## config.mk

```make
export PLATFORM = sky130hd
export DESIGN_NAME = event_frame_receiver_core
export DESIGN_NICKNAME = d
export VERILOG_FILES = /design/src/rtl/efr_pkg.sv /design/src/rtl/event_frame_receiver_core.sv
export VERILOG_INCLUDE_DIRS = /design/src /design/src/rtl
export SDC_FILE = /design/constraint.sdc
export NUM_CORES = 1
export LEC_CHECK = 0
export BUFFER_PORTS_ARGS = -buffer_cell sky130_fd_sc_hd__buf_4
export CAP_MARGIN = 20
export CORE_UTILIZATION = 52
export DETAILED_ROUTE_END_ITERATION = 12
export PLACE_DENSITY = 0.73
export SLEW_MARGIN = 20
export SYNTH_ARGS = -nofsm -noshare
export SYNTH_HDL_FRONTEND = slang
export SYNTH_SLANG_ARGS = --single-unit
```

## constraint.sdc

```tcl
create_clock -name clk_i -period 3.3 [get_ports clk_i]
set_clock_uncertainty 0.05 [all_clocks]
set_input_delay 0 -clock clk_i [delete_from_list [all_inputs] [get_ports clk_i]]
set_output_delay 0 -clock clk_i [all_outputs]
set_load 0.02 [all_outputs]
```

## src/rtl/event_frame_receiver_core_assert.svh

```systemverilog
// Assertion macros for the event frame receiver core.
`ifndef EVENT_FRAME_RECEIVER_CORE_ASSERT_SVH
`define EVENT_FRAME_RECEIVER_CORE_ASSERT_SVH

`ifndef ASSERT_OFF
// Same-cycle implication, clocked on clk_i, disabled in reset.
`define EFR_ASSERT_IMPL(lbl, ante, cons, msg) \
  lbl: assert property (@(posedge clk_i) disable iff (!rst_ni) (ante) |-> (cons)) \
    else $error(msg);
// Next-cycle implication, clocked on clk_i, disabled in reset.
`define EFR_ASSERT_NEXT(lbl, ante, cons, msg) \
  lbl: assert property (@(posedge clk_i) disable iff (!rst_ni) (ante) |=> (cons)) \
    else $error(msg);
`else
`define EFR_ASSERT_IMPL(lbl, ante, cons, msg)
`define EFR_ASSERT_NEXT(lbl, ante, cons, msg)
`endif

`endif

```

## src/rtl/efr_pkg.sv

```systemverilog
// Package with frame bytes, result kinds and parser phase codes.
`timescale 1ns / 1ps
`default_nettype none
package efr_pkg;

  localparam logic [7:0] START_BYTE  = 8'hFF;
  localparam logic [7:0] STOP_FIRST  = 8'hAA;
  localparam logic [7:0] STOP_SECOND = 8'h55;

  localparam int unsigned KindW  = 3;
  localparam int unsigned PhaseW = 4;

  localparam logic [KindW-1:0] KIND_EVENT       = 3'd0;
  localparam logic [KindW-1:0] KIND_ZERO_SOURCE = 3'd1;
  localparam logic [KindW-1:0] KIND_ZERO_ID     = 3'd2;
  localparam logic [KindW-1:0] KIND_BAD_STOP_A  = 3'd3;
  localparam logic [KindW-1:0] KIND_BAD_STOP_B  = 3'd4;

  localparam logic [PhaseW-1:0] PH_IDLE      = 4'd0;
  localparam logic [PhaseW-1:0] PH_SOURCE    = 4'd1;
  localparam logic [PhaseW-1:0] PH_ID_HIGH   = 4'd2;
  localparam logic [PhaseW-1:0] PH_ID_LOW    = 4'd3;
  localparam logic [PhaseW-1:0] PH_VALUE     = 4'd4;
  localparam logic [PhaseW-1:0] PH_STOP_A    = 4'd5;
  localparam logic [PhaseW-1:0] PH_STOP_B    = 4'd6;
  localparam logic [PhaseW-1:0] PH_HUNT      = 4'd7;
  localparam logic [PhaseW-1:0] PH_HUNT_PAIR = 4'd8;

endpackage
`default_nettype wire

```

## src/rtl/event_frame_receiver_core.sv

```systemverilog
// Event frame receiver: byte-stream parser that recovers seven-byte event frames.
//
// Input channel: rx_byte_i with in_valid_i / in_stall_o, one byte per transaction.
// Output channel: kind_o, source_id_o, event_id_o, event_value_o with
// out_valid_o / out_stall_i, one event or error result per transaction.
// A frame is 0xFF, source, event id high, event id low, value, 0xAA, 0x55.
// Errors (zero source, zero event id, bad stop byte) give one result and
// start a hunt for the 0xAA 0x55 pair before the next frame is searched.
// Throughput: one byte per cycle while out_stall_i stays low. A byte is
// captured in the input register, parsed from there once the output register
// is free, and its result, if any, lands in the output register.
// A result waits in the output register while out_stall_i is high; the input
// register still takes a byte if it is empty, then in_stall_o rises until
// the output register frees up.
// Reset clears both registers and returns the parser to idle, with the
// held source, event id and value at zero.
`timescale 1ns / 1ps
`default_nettype none
`include "event_frame_receiver_core_assert.svh"
module event_frame_receiver_core
  import efr_pkg::*;
(
  input  wire logic             clk_i,
  input  wire logic             rst_ni,
  input  wire logic             in_valid_i,
  output logic                  in_stall_o,
  input  wire logic [7:0]       rx_byte_i,
  output logic                  out_valid_o,
  input  wire logic             out_stall_i,
  output logic [KindW-1:0]      kind_o,
  output logic [7:0]            source_id_o,
  output logic [15:0]           event_id_o,
  output logic [7:0]            event_value_o
);

  logic              byte_valid_q;
  logic [7:0]        byte_q;
  logic [PhaseW-1:0] phase_q, phase_d;
  logic [7:0]        src_q, src_d;
  logic [15:0]       id_q, id_d;
  logic [7:0]        val_q, val_d;
  logic              out_valid_q;
  logic [KindW-1:0]  kind_q, kind_d;
  logic [7:0]        rsrc_q, rsrc_d;
  logic [15:0]       rid_q, rid_d;
  logic [7:0]        rval_q, rval_d;
  logic              emit;
  logic              out_free;
  logic              proc;
  logic              in_take;
  logic [15:0]       id_low;

  assign out_free   = !out_valid_q || !out_stall_i;
  assign proc       = byte_valid_q && out_free;
  assign in_stall_o = byte_valid_q && !out_free;
  assign in_take    = in_valid_i && !in_stall_o;
  assign id_low     = {id_q[15:8], byte_q};

  always_comb begin
    phase_d = phase_q;
    src_d   = src_q;
    id_d    = id_q;
    val_d   = val_q;
    emit    = 1'b0;
    kind_d  = KIND_EVENT;
    rsrc_d  = src_q;
    rid_d   = id_q;
    rval_d  = val_q;
    case (phase_q)
      PH_SOURCE: begin
        if (byte_q == 8'h00) begin
          phase_d = PH_HUNT;
          emit    = 1'b1;
          kind_d  = KIND_ZERO_SOURCE;
          rsrc_d  = 8'h00;
          rid_d   = 16'h0000;
          rval_d  = 8'h00;
        end else begin
          src_d   = byte_q;
          phase_d = PH_ID_HIGH;
        end
      end
      PH_ID_HIGH: begin
        id_d    = {byte_q, 8'h00};
        phase_d = PH_ID_LOW;
      end
      PH_ID_LOW: begin
        id_d = id_low;
        if (id_low == 16'h0000) begin
          phase_d = PH_HUNT;
          emit    = 1'b1;
          kind_d  = KIND_ZERO_ID;
          rid_d   = 16'h0000;
          rval_d  = 8'h00;
        end else begin
          phase_d = PH_VALUE;
        end
      end
      PH_VALUE: begin
        val_d   = byte_q;
        phase_d = PH_STOP_A;
      end
      PH_STOP_A: begin
        if (byte_q != STOP_FIRST) begin
          phase_d = PH_HUNT;
          emit    = 1'b1;
          kind_d  = KIND_BAD_STOP_A;
        end else begin
          phase_d = PH_STOP_B;
        end
      end
      PH_STOP_B: begin
        emit = 1'b1;
        if (byte_q != STOP_SECOND) begin
          phase_d = PH_HUNT;
          kind_d  = KIND_BAD_STOP_B;
        end else begin
          phase_d = PH_IDLE;
          kind_d  = KIND_EVENT;
        end
      end
      PH_HUNT: begin
        if (byte_q == STOP_FIRST) begin
          phase_d = PH_HUNT_PAIR;
        end
      end
      PH_HUNT_PAIR: begin
        phase_d = (byte_q == STOP_SECOND) ? PH_IDLE : PH_HUNT;
      end
      default: begin
        if (byte_q == START_BYTE) begin
          src_d   = 8'h00;
          id_d    = 16'h0000;
          val_d   = 8'h00;
          phase_d = PH_SOURCE;
        end else begin
          phase_d = PH_IDLE;
        end
      end
    endcase
  end

  // Input register
  always_ff @(posedge clk_i or negedge rst_ni) begin
    if (!rst_ni) begin
      byte_valid_q <= 1'b0;
    end else if (!in_stall_o) begin
      byte_valid_q <= in_valid_i;
    end
  end

  always_ff @(posedge clk_i) begin
    if (in_take) begin
      byte_q <= rx_byte_i;
    end
  end

  // Parser state
  always_ff @(posedge clk_i or negedge rst_ni) begin
    if (!rst_ni) begin
      phase_q <= PH_IDLE;
      src_q   <= 8'h00;
      id_q    <= 16'h0000;
      val_q   <= 8'h00;
    end else if (proc) begin
      phase_q <= phase_d;
      src_q   <= src_d;
      id_q    <= id_d;
      val_q   <= val_d;
    end
  end

  // Result register
  always_ff @(posedge clk_i or negedge rst_ni) begin
    if (!rst_ni) begin
      out_valid_q <= 1'b0;
    end else if (out_free) begin
      out_valid_q <= proc && emit;
    end
  end

  always_ff @(posedge clk_i) begin
    if (proc && emit) begin
      kind_q <= kind_d;
      rsrc_q <= rsrc_d;
      rid_q  <= rid_d;
      rval_q <= rval_d;
    end
  end

  assign out_valid_o   = out_valid_q;
  assign kind_o        = kind_q;
  assign source_id_o   = rsrc_q;
  assign event_id_o    = rid_q;
  assign event_value_o = rval_q;

  `EFR_ASSERT_IMPL(a_phase_range, 1'b1, phase_q <= PH_HUNT_PAIR, "parser phase out of range")
  `EFR_ASSERT_IMPL(a_event_ids, out_valid_o && kind_o == KIND_EVENT,
                   source_id_o != 8'h00 && event_id_o != 16'h0000, "event with zero id")
  `EFR_ASSERT_IMPL(a_kind_range, out_valid_o, kind_o <= KIND_BAD_STOP_B, "result kind out of range")
  `EFR_ASSERT_NEXT(a_error_hunts, proc && emit && kind_d != KIND_EVENT,
                   phase_q == PH_HUNT && out_valid_q, "error result without hunt")

endmodule
`default_nettype wire

```

# Word-level counts from Yosys, hierarchy flattened
# Index checks and enable logic that the tools add are counted.
# word_totals
ff_bits	81
inputBits	12
output_inout_bits	37
elab_cells	85
# op_classes
eq_ne	15
muxes	31
bitwise	4
n_reduce_logical	23
# ops
cell	count
$mux W16	3
$mux W8	6
$pmux W16 S3	1
$pmux W8 S2	3
$pmux W16 S2	1
$pmux W4 S8	1
$eq A4 B3 Y1 const B	4
$eq A8 B8 Y1 const B	2
$logic_not A16 Y1	1
$reduce_or A7 Y1	2
$mux W3	4
$pmux W3 S4	1
$eq A4 B2 Y1 const B	2
$eq A8 B7 Y1 const B	1
$logic_not A8 Y1	1
$ne A8 B7 Y1 const B	1
$ne A8 B8 Y1 const B	1
$reduce_and A4 Y1	2
$mux W1	6
$mux W2	3
$reduce_and A3 Y1	2
$reduce_bool A2 Y1	3
$reduce_or A6 Y1	1
$eq A4 B1 Y1 const B	1
10 further kinds	20

# Depth between registers and ports, before layout
# Gate-level depths: netlist (run 1).
# logic_depth
word_depth	6
mapped_depth	7

# Worst setup path before layout (run 1)
# No wires, ideal clock.
# synth_timing
kind	register to register
from	register byte_q[4]
to	register rid_q[0] (netlist: event_id_o[0]), enable pin
setup_ns	0.397
arrival_time_ns	2.248
t_required_ns	2.853
path_slack_ns	0.605
stages_incl_launch_ff	5
n_path_buf	0
period_less_slack_ns	2.695
path_cell_list	edfxtp_1 nor4_1 nand2_1 nor3_2 o311a_1
# synth_between
elab_chain_len	4
word_cells_on_any_way	8
# synth_rtl
element	line_no	rtl
start, declared	event_frame_receiver_core.sv:37	logic [7:0] byte_q;
start signal, assigned	event_frame_receiver_core.sv:154	byte_q <= rx_byte_i;
$ne A8 B8 Y1, or another cell as far along	event_frame_receiver_core.sv:104	if (byte_q != STOP_FIRST) begin
$mux W1 (on tied branches)	event_frame_receiver_core.sv:104, event_frame_receiver_core.sv:71, event_frame_receiver_core.sv:89	
$pmux W1 S4 *	event_frame_receiver_core.sv:69	case (phase_q)
$logic_and A1 B1 Y1 *	event_frame_receiver_core.sv:183	if (proc && emit) begin
end signal, assigned	event_frame_receiver_core.sv:186	rid_q <= rid_d;
end, declared	event_frame_receiver_core.sv:45	logic [15:0] rid_q, rid_d;
# Every way passes the cells marked *; elsewhere a longest branch is shown, timed or not.
# A chain may end at the register's enable or synchronous reset.

# Worst setup path in the final report (run 1)
# layout_timing
from	register byte_q[4]
to	register rid_q[15] (netlist: event_id_o[15]), enable pin
# The elaborated chain is that of the path after synthesis.

==> flow_summary.yaml, run 1 <==
floorplanning:
  num_rows: 29
  start_util: 0.548
  die_h_um: 84.7
  core_region_area_um2: 6490
  die_area_um2: 7180
  die_w_um: 84.7
  io_pins: 49
synthesis:
  synth_common_cells: "edfxtp_1 (43), nand2_1 (39), dfrtp_1 (38)"
  synth_edf_count: 43
  yosys_warnings: 0
  synth-async-reset-ratio: 0.469
  ys_ff_latch: 81
  ys.flop_type: "edfxtp_1"
  syn-mean-instance-area_um2: 12.3
  syn_nets: 301
  synth.most_common_cell: "edfxtp_1"
  synthDistinctLibCells: 54
  syn-cell-area_um2: 3560
  synth_top_area_share: 0.363
  yosys.area.top_type: "edfxtp_1"
  yosysSeqAreaShare: 0.630
  ys_top_cells_by_area: "edfxtp_1 (36%), dfrtp_1 (27%), nor2b_1 (4.2%), nand2_1 (4.1%), a22o_1 (3.7%)"
  synthCells: 289
sta:
  max_freq_ghz: 0.385
  finalMaxSlewViolations: 0
  relSlewSlack: 0.493
  rsz0062_at_grt: "no"
  timing.final.crit_period_ps: 2590
  fin_setup_tns_ps: 0
  finalSetupViolCount: 0
  finalCritPeriodShare: 0.786
  hold_viol: 0
  worst_pin_slew_ps: 754
critical_path:
  start_kind: "register"
  timing.rr.end: "event_id_o[15]$_DFFE_PP_"
  r2r_cells: 5
  slowest_delay_ps: 710
  end_kind: "register"
  crit_start: "byte_q[4]$_DFFE_PP_"
  cp_max_fo: 27
  cp_cell_sequence: "nor4_1 -> nand2_1 -> nor3_2 -> o311a_1 -> buf_4"
  critical_path.slowest_cell: "nor4_1"
  reg2reg_from: "byte_q[4]$_DFFE_PP_"
  worstSetupPathType: "reg2reg"
  ff2ff_setup_slack_ps: 710
  worstPathArrival_ps: 2570
  crit_required_ps: 3270
route:
  drtIter0Drc: 177
  post_drt_via_cell_ratio: 5.63
  dr.pass1.iters: 9
  finalWirelength_um: 6980
  drt.antenna.violating_nets: 0
  drc_errors: 6
  via_count: 2423
  routedWlPerCell_um: 16.2
cts:
  cts-buffers-inserted: 9
  cts_setup_buffers: 0
  cts_resized: 0
  cts-root-buf: "clkbuf_8"
  clkSinkCount: 81
  htree_levels: 3
  clk_path_buf_depth: 2
  cts_tree: "yes"
  worstSkewPairLatency_ps: 360
  clkTransAtPathRegs_ps: 90
layout:
  utilization: 0.655
  drive_gt1_frac: 0.235
  syn_to_final_growth_pct: 19.6
  nNetsFinal: 360
  diodes: 0
  fillCellCount: 509
placement:
  place_congestion: 0.873
  dp_hpwl_um: 4680
  port_buffers: 48
global_route:
  grt_overflow: 0
  grt_max_degree: 39
  antenna_found_initial: 0
  grt_pass1_wl_um: 11100
  grt_usage: 0.207
  grt_pass1_vias: 2291
power_and_ir_drop:
  p_per_area_nw_per_um2: 472
  leakage_nw: 1.82
  ir_worst_vdd_mv: 0.274
flow_run:
  timing.max_cap.violations: 0
status:
  status: "finished, violations left"
  violations: "design-rule violations"
min_path:
  hold_path.class: "in2async"
==> cell type report <==
type / instances / area (um^2) / area share
Clock buffer: 9 / 124 / 0.0291
Clock inverter: 7 / 80.1 / 0.0188
Inverter: 13 / 48.8 / 0.0115
Multi-Input combinational cell: 180 / 1160 / 0.273
Sequential cell: 81 / 2240 / 0.527
Tap cell: 77 / 96.3 / 0.0226
Timing Repair Buffer: 63 / 503 / 0.118
==> flip-flops by register name, indices dropped and copies added, names as in the netlist <==
signal and count:
phase_q 4, event_value_o 8, kind_o 3, source_id_o 8
id_q 16, val_q 8, src_q 8, byte_q 8
out_valid_o 1, byte_valid_q 1, event_id_o 16
==> worst max-delay path by stage <==
stage	cells past startpoint	to	slack [ps]
after floorplan	4	event_id_o[0]$_DFFE_PP_	610
after global placement	5	event_value_o[7]$_DFFE_PP_	880
after detailed placement	5	event_value_o[1]$_DFFE_PP_	800
after CTS	5	event_id_o[15]$_DFFE_PP_	770
after global routing	5	event_value_o[7]$_DFFE_PP_	570
final	5	event_id_o[15]$_DFFE_PP_	710
==> what timing repair did <==
item                                    4_1_cts  5_1_grt
endpoints found under the hold margin        48        0
hold buffers                                 12        0
endpoints found under the setup margin        0        0
==> metal layers <==
metal,part of all wire,wire (um),GRT usage
met1,0.46,3210,0.275
met2,0.48,3350,0.318
met3,0.043,302,0.0560
met4,0.017,120,0.103
met5,0,0,0
==> through the flow <==
step | total power [mW] | hold WS [ps] | std cells | setup slack [ps] | instance area, um^2
floorplan | 1.22 | -346 | 289 | 605 | 3560
global placement | 1.27 | -56.8 | 402 | 877 | 3930
detailed placement | 1.27 | -50.8 | 402 | 798 | 3930
CTS | 2.02 | 97.8 | 430 | 772 | 4260
global route | 2.08 | 132 | 430 | 567 | 4260
finish | 2.01 | 79.1 | 430 | 706 | 4260
==> kinds of logic after synthesis <==
group                     synth area share
DFF                                  0.630
buffers and inverters               0.0436
xor gates and xnor gates           0.00246
muxes                               0.0225
AOI/OAI and AO/OA                    0.119
and+or+nand+nor                      0.182
==> cells in the final DEF (no fill, tap or decap), types with 3 or more instances in the layout <==
| cell | netlist | final |
|---|---|---|
| clkinv_4 | 0 | 3 |
| inv_1 | 12 | 12 |
| o21ai_0 | 15 | 15 |
| a21oi_1 | 7 | 7 |
| nor4_1 | 3 | 3 |
| dlygate4sd3_1 | 0 | 12 |
| mux2i_1 | 8 | 8 |
| buf_4 | 1 | 51 |
| nand2_1 | 39 | 39 |
| edfxtp_1 | 43 | 43 |
| nor3_1 | 3 | 3 |
| and2_1 | 3 | 3 |
| o211ai_1 | 3 | 3 |
| nand3_1 | 5 | 5 |
| dfrtp_1 | 38 | 38 |
| clkbuf_8 | 4 | 9 |
| nor2_1 | 15 | 15 |
| nor2b_1 | 24 | 24 |
| a22o_1 | 15 | 15 |
==> power breakdown <==
| group | total (mW) | internal (mW) | switching [mW] | leakage (nW) |
|---|---|---|---|---|
| clock network | 0.745 | 0.357 | 0.387 | 0.101 |
| registers | 1.14 | 1.11 | 0.0353 | 0.936 |
| logic | 0.119 | 0.0531 | 0.0657 | 0.787 |
| total | 2.01 | 1.52 | 0.488 | 1.82 |
==> critical path: cells and delay by family (launching register included) <==
family          cells  cell delay, ps
simple gates        3            1140
flops               1             510
buf+inv             1             330
compound gates      1             230
Power figures use the tool's default switching activity.
==> run 2, diff against run 1 <==
--- a/config.mk
+++ b/config.mk
@@ -6,11 +6,12 @@
 export SDC_FILE = /design/constraint.sdc
 export NUM_CORES = 1
 export LEC_CHECK = 0
+export ABC_AREA = 1
 export BUFFER_PORTS_ARGS = -buffer_cell sky130_fd_sc_hd__buf_4
 export CAP_MARGIN = 20
-export CORE_UTILIZATION = 52
+export CORE_UTILIZATION = 51
 export DETAILED_ROUTE_END_ITERATION = 12
-export PLACE_DENSITY = 0.73
+export PLACE_DENSITY = 0.75
 export SLEW_MARGIN = 20
 export SYNTH_ARGS = -nofsm -noshare
 export SYNTH_HDL_FRONTEND = slang
==> constraint.sdc (replaced) <==
create_clock -name clk_i -period 2.1 [get_ports clk_i]
set_clock_uncertainty 0.05 [all_clocks]
set_input_delay 0 -clock clk_i [delete_from_list [all_inputs] [get_ports clk_i]]
set_output_delay 0 -clock clk_i [all_outputs]
set_load 0.02 [all_outputs]
==> flow_summary.yaml, run 2 <==
status:
  status: "finished, final reports clean"
layout:
  syn_to_final_growth_pct: 25.6
  layout_commonest_cell: "nand2_1"
  diodes: 0
  drive_gt1_frac: 0.242
  utilization: 0.679
  nNetsFinal: 462
  final_cell_mix: "nand2_1 (89), nor2_1 (66), buf_4 (61)"
  stdcell_count: 532
synthesis:
  synth_top_area_share: 0.366
  yosysSeqAreaShare: 0.635
  synth-async-reset-ratio: 0.469
  synth_common_cells: "nand2_1 (92), nor2_1 (67), inv_1 (52)"
  ys_ff_latch: 81
  yosys_warnings: 0
  synthDistinctLibCells: 25
  synth_edf_count: 43
  ys_top_cells_by_area: "edfxtp_1 (37%), dfrtp_1 (27%), nand2_1 (9.8%), nor2_1 (7.1%), inv_1 (5.5%)"
  syn-mean-instance-area_um2: 9.59
  ys.flop_type: "edfxtp_1"
  syn-cell-area_um2: 3530
  yosys.area.top_type: "edfxtp_1"
  synthCells: 368
  syn_nets: 380
  synth.most_common_cell: "nand2_1"
cts:
  clkTransAtPathRegs_ps: 80
  worstSkewPairLatency_ps: 360
  cts-buffers-inserted: 9
  cts_tree: "yes"
  htree_levels: 3
  cts-root-buf: "clkbuf_8"
  clk_path_buf_depth: 2
  clkSinkCount: 81
global_route:
  grt_pass1_vias: 2523
  grt_overflow: 0
  grt_pass1_wl_um: 11600
  grt_max_degree: 39
  grt_usage: 0.214
  antenna_found_initial: 0
floorplanning:
  die_area_um2: 7260
  num_rows: 29
  core_region_area_um2: 6530
  io_pins: 49
  die_h_um: 85.2
  start_util: 0.540
  die_w_um: 85.2
route:
  routedWlPerCell_um: 13.3
  drtIter0Drc: 197
  drc_errors: 0
  post_drt_via_cell_ratio: 5.00
  via_count: 2658
  finalWirelength_um: 7050
  drt.antenna.violating_nets: 0
  dr.pass1.iters: 4
critical_path:
  end_kind: "register"
  r2r_cells: 11
  worstSetupPathType: "reg2reg"
  crit_required_ps: 2170
  start_kind: "register"
  timing.rr.end: "event_value_o[0]$_DFFE_PP_"
  ff2ff_setup_slack_ps: 130
  reg2reg_from: "byte_q[4]$_DFFE_PP_"
  cp_max_fo: 19
  worstPathArrival_ps: 2040
sta:
  relSlewSlack: 0.651
  layout_setup_ws_ps: 131
  finalMaxSlewViolations: 0
  max_freq_ghz: 0.508
  hold_viol: 0
  worst_pin_slew_ps: 520
  timing.final.crit_period_ps: 1970
  finalCritPeriodShare: 0.938
  hold_ws_ps: 83.0
  fin_setup_tns_ps: 0
  finalSetupViolCount: 0
min_path:
  hold_path.class: "in2async"
power_and_ir_drop:
  ir_worst_vdd_mv: 0.742
  p_int_mw: 3.25
  swShare: 0.349
  clkPwrFrac: 0.226
  leakage_nw: 2.06
  power_frac_comb: 0.313
  power_frac_seq: 0.461
  p_switching_mw: 1.74
  p_per_area_nw_per_um2: 1130
placement:
  place_congestion: 0.917
  dp.cells: 499
  port_buffers: 48
  preCtsSetupSlack_ps: 57.6
  dp_hpwl_um: 4870
flow_run:
  timing.max_cap.violations: 0
## run 2: metrics by stage
step | total power, mW | area, um^2
2_1_floorplan | 3.35 | 3530
3_3_place_gp | 3.76 | 4070
3_5_place_dp | 3.81 | 4070
4_1_cts | 4.94 | 4380
5_1_grt | 5.31 | 4430
6_report | 4.99 | 4430
## run 2: routing by layer
layer | wire length, um | share of wire | GRT usage | up-vias
li1 | - | - | - | 1343
met1 | 3120 | 0.44 | 0.268 | 1230
met2 | 3470 | 0.49 | 0.353 | 68
met3 | 294 | 0.042 | 0.0428 | 17
met4 | 171 | 0.024 | 0.116 | 0
met5 | 0 | 0 | 0 | -
## run 2: cells by family after synthesis
logic type             after synthesis  share of synthesized area
buffers and inverters               60                     0.0666
AOI/OAI and AO/OA                   33                     0.0606
and+or+nand+nor                    194                      0.238
DFF                                 81                      0.635
## run 2: worst max-delay path by stage
stage | from | to | slack [ps] | depth (start not counted)
finish | byte_q[4]$_DFFE_PP_ | event_value_o[0]$_DFFE_PP_ | 130 | 11
global route | out_valid_o$_DFFE_PN0N_ | val_q[5]$_DFFE_PN0P_ | -10 | 6
global placement | byte_q[2]$_DFFE_PP_ | event_value_o[2]$_DFFE_PP_ | 190 | 10
floorplan | byte_q[0]$_DFFE_PP_ | event_id_o[0]$_DFFE_PP_ | 60 | 10
detailed placement | byte_q[4]$_DFFE_PP_ | event_value_o[2]$_DFFE_PP_ | 60 | 10
CTS | byte_q[4]$_DFFE_PP_ | event_value_o[4]$_DFFE_PP_ | 50 | 10
## run 2: area by class of cell
cell class / count / area (um^2)
clock buffer: 10 / 138
sequential: 81 / 2240
fill: 531 / 2100
inverter: 56 / 214
timing repair buffer: 75 / 618
multi-input combinational: 227 / 1070
clock inverter: 6 / 57.6
tap: 77 / 96.3
## run 2: repair_timing
| action | 4_1_cts | 5_1_grt |
|---|---|---|
| hold endpoints to repair | 48 | 0 |
| hold buffers | 12 | 0 |
| endpoints found under the setup margin | 0 | 35 |
| setup buffers | 0 | 5 |
| gates resized for setup | 0 | 6 |
## run 2: worst max-delay path, cell delays in order (launching register included)
cell	delay (ps)
edfxtp_1	480
inv_2	110
nand2_1	60
nor2_1	90
nand2_1	100
nand2_1	90
nand2_1	70
nor2_1	150
nand2_1	80
nand2_2	110
clkinvlp_4	150
buf_12	180
## run 2: power groups by stage
stage	sequential, mW	clock [mW]	combinational (mW)
floorplan	2.37	0	0.978
global placement	2.31	0	1.44
detailed placement	2.33	0	1.48
CTS	2.30	1.14	1.50
global route	2.34	1.21	1.76
finish	2.30	1.13	1.56
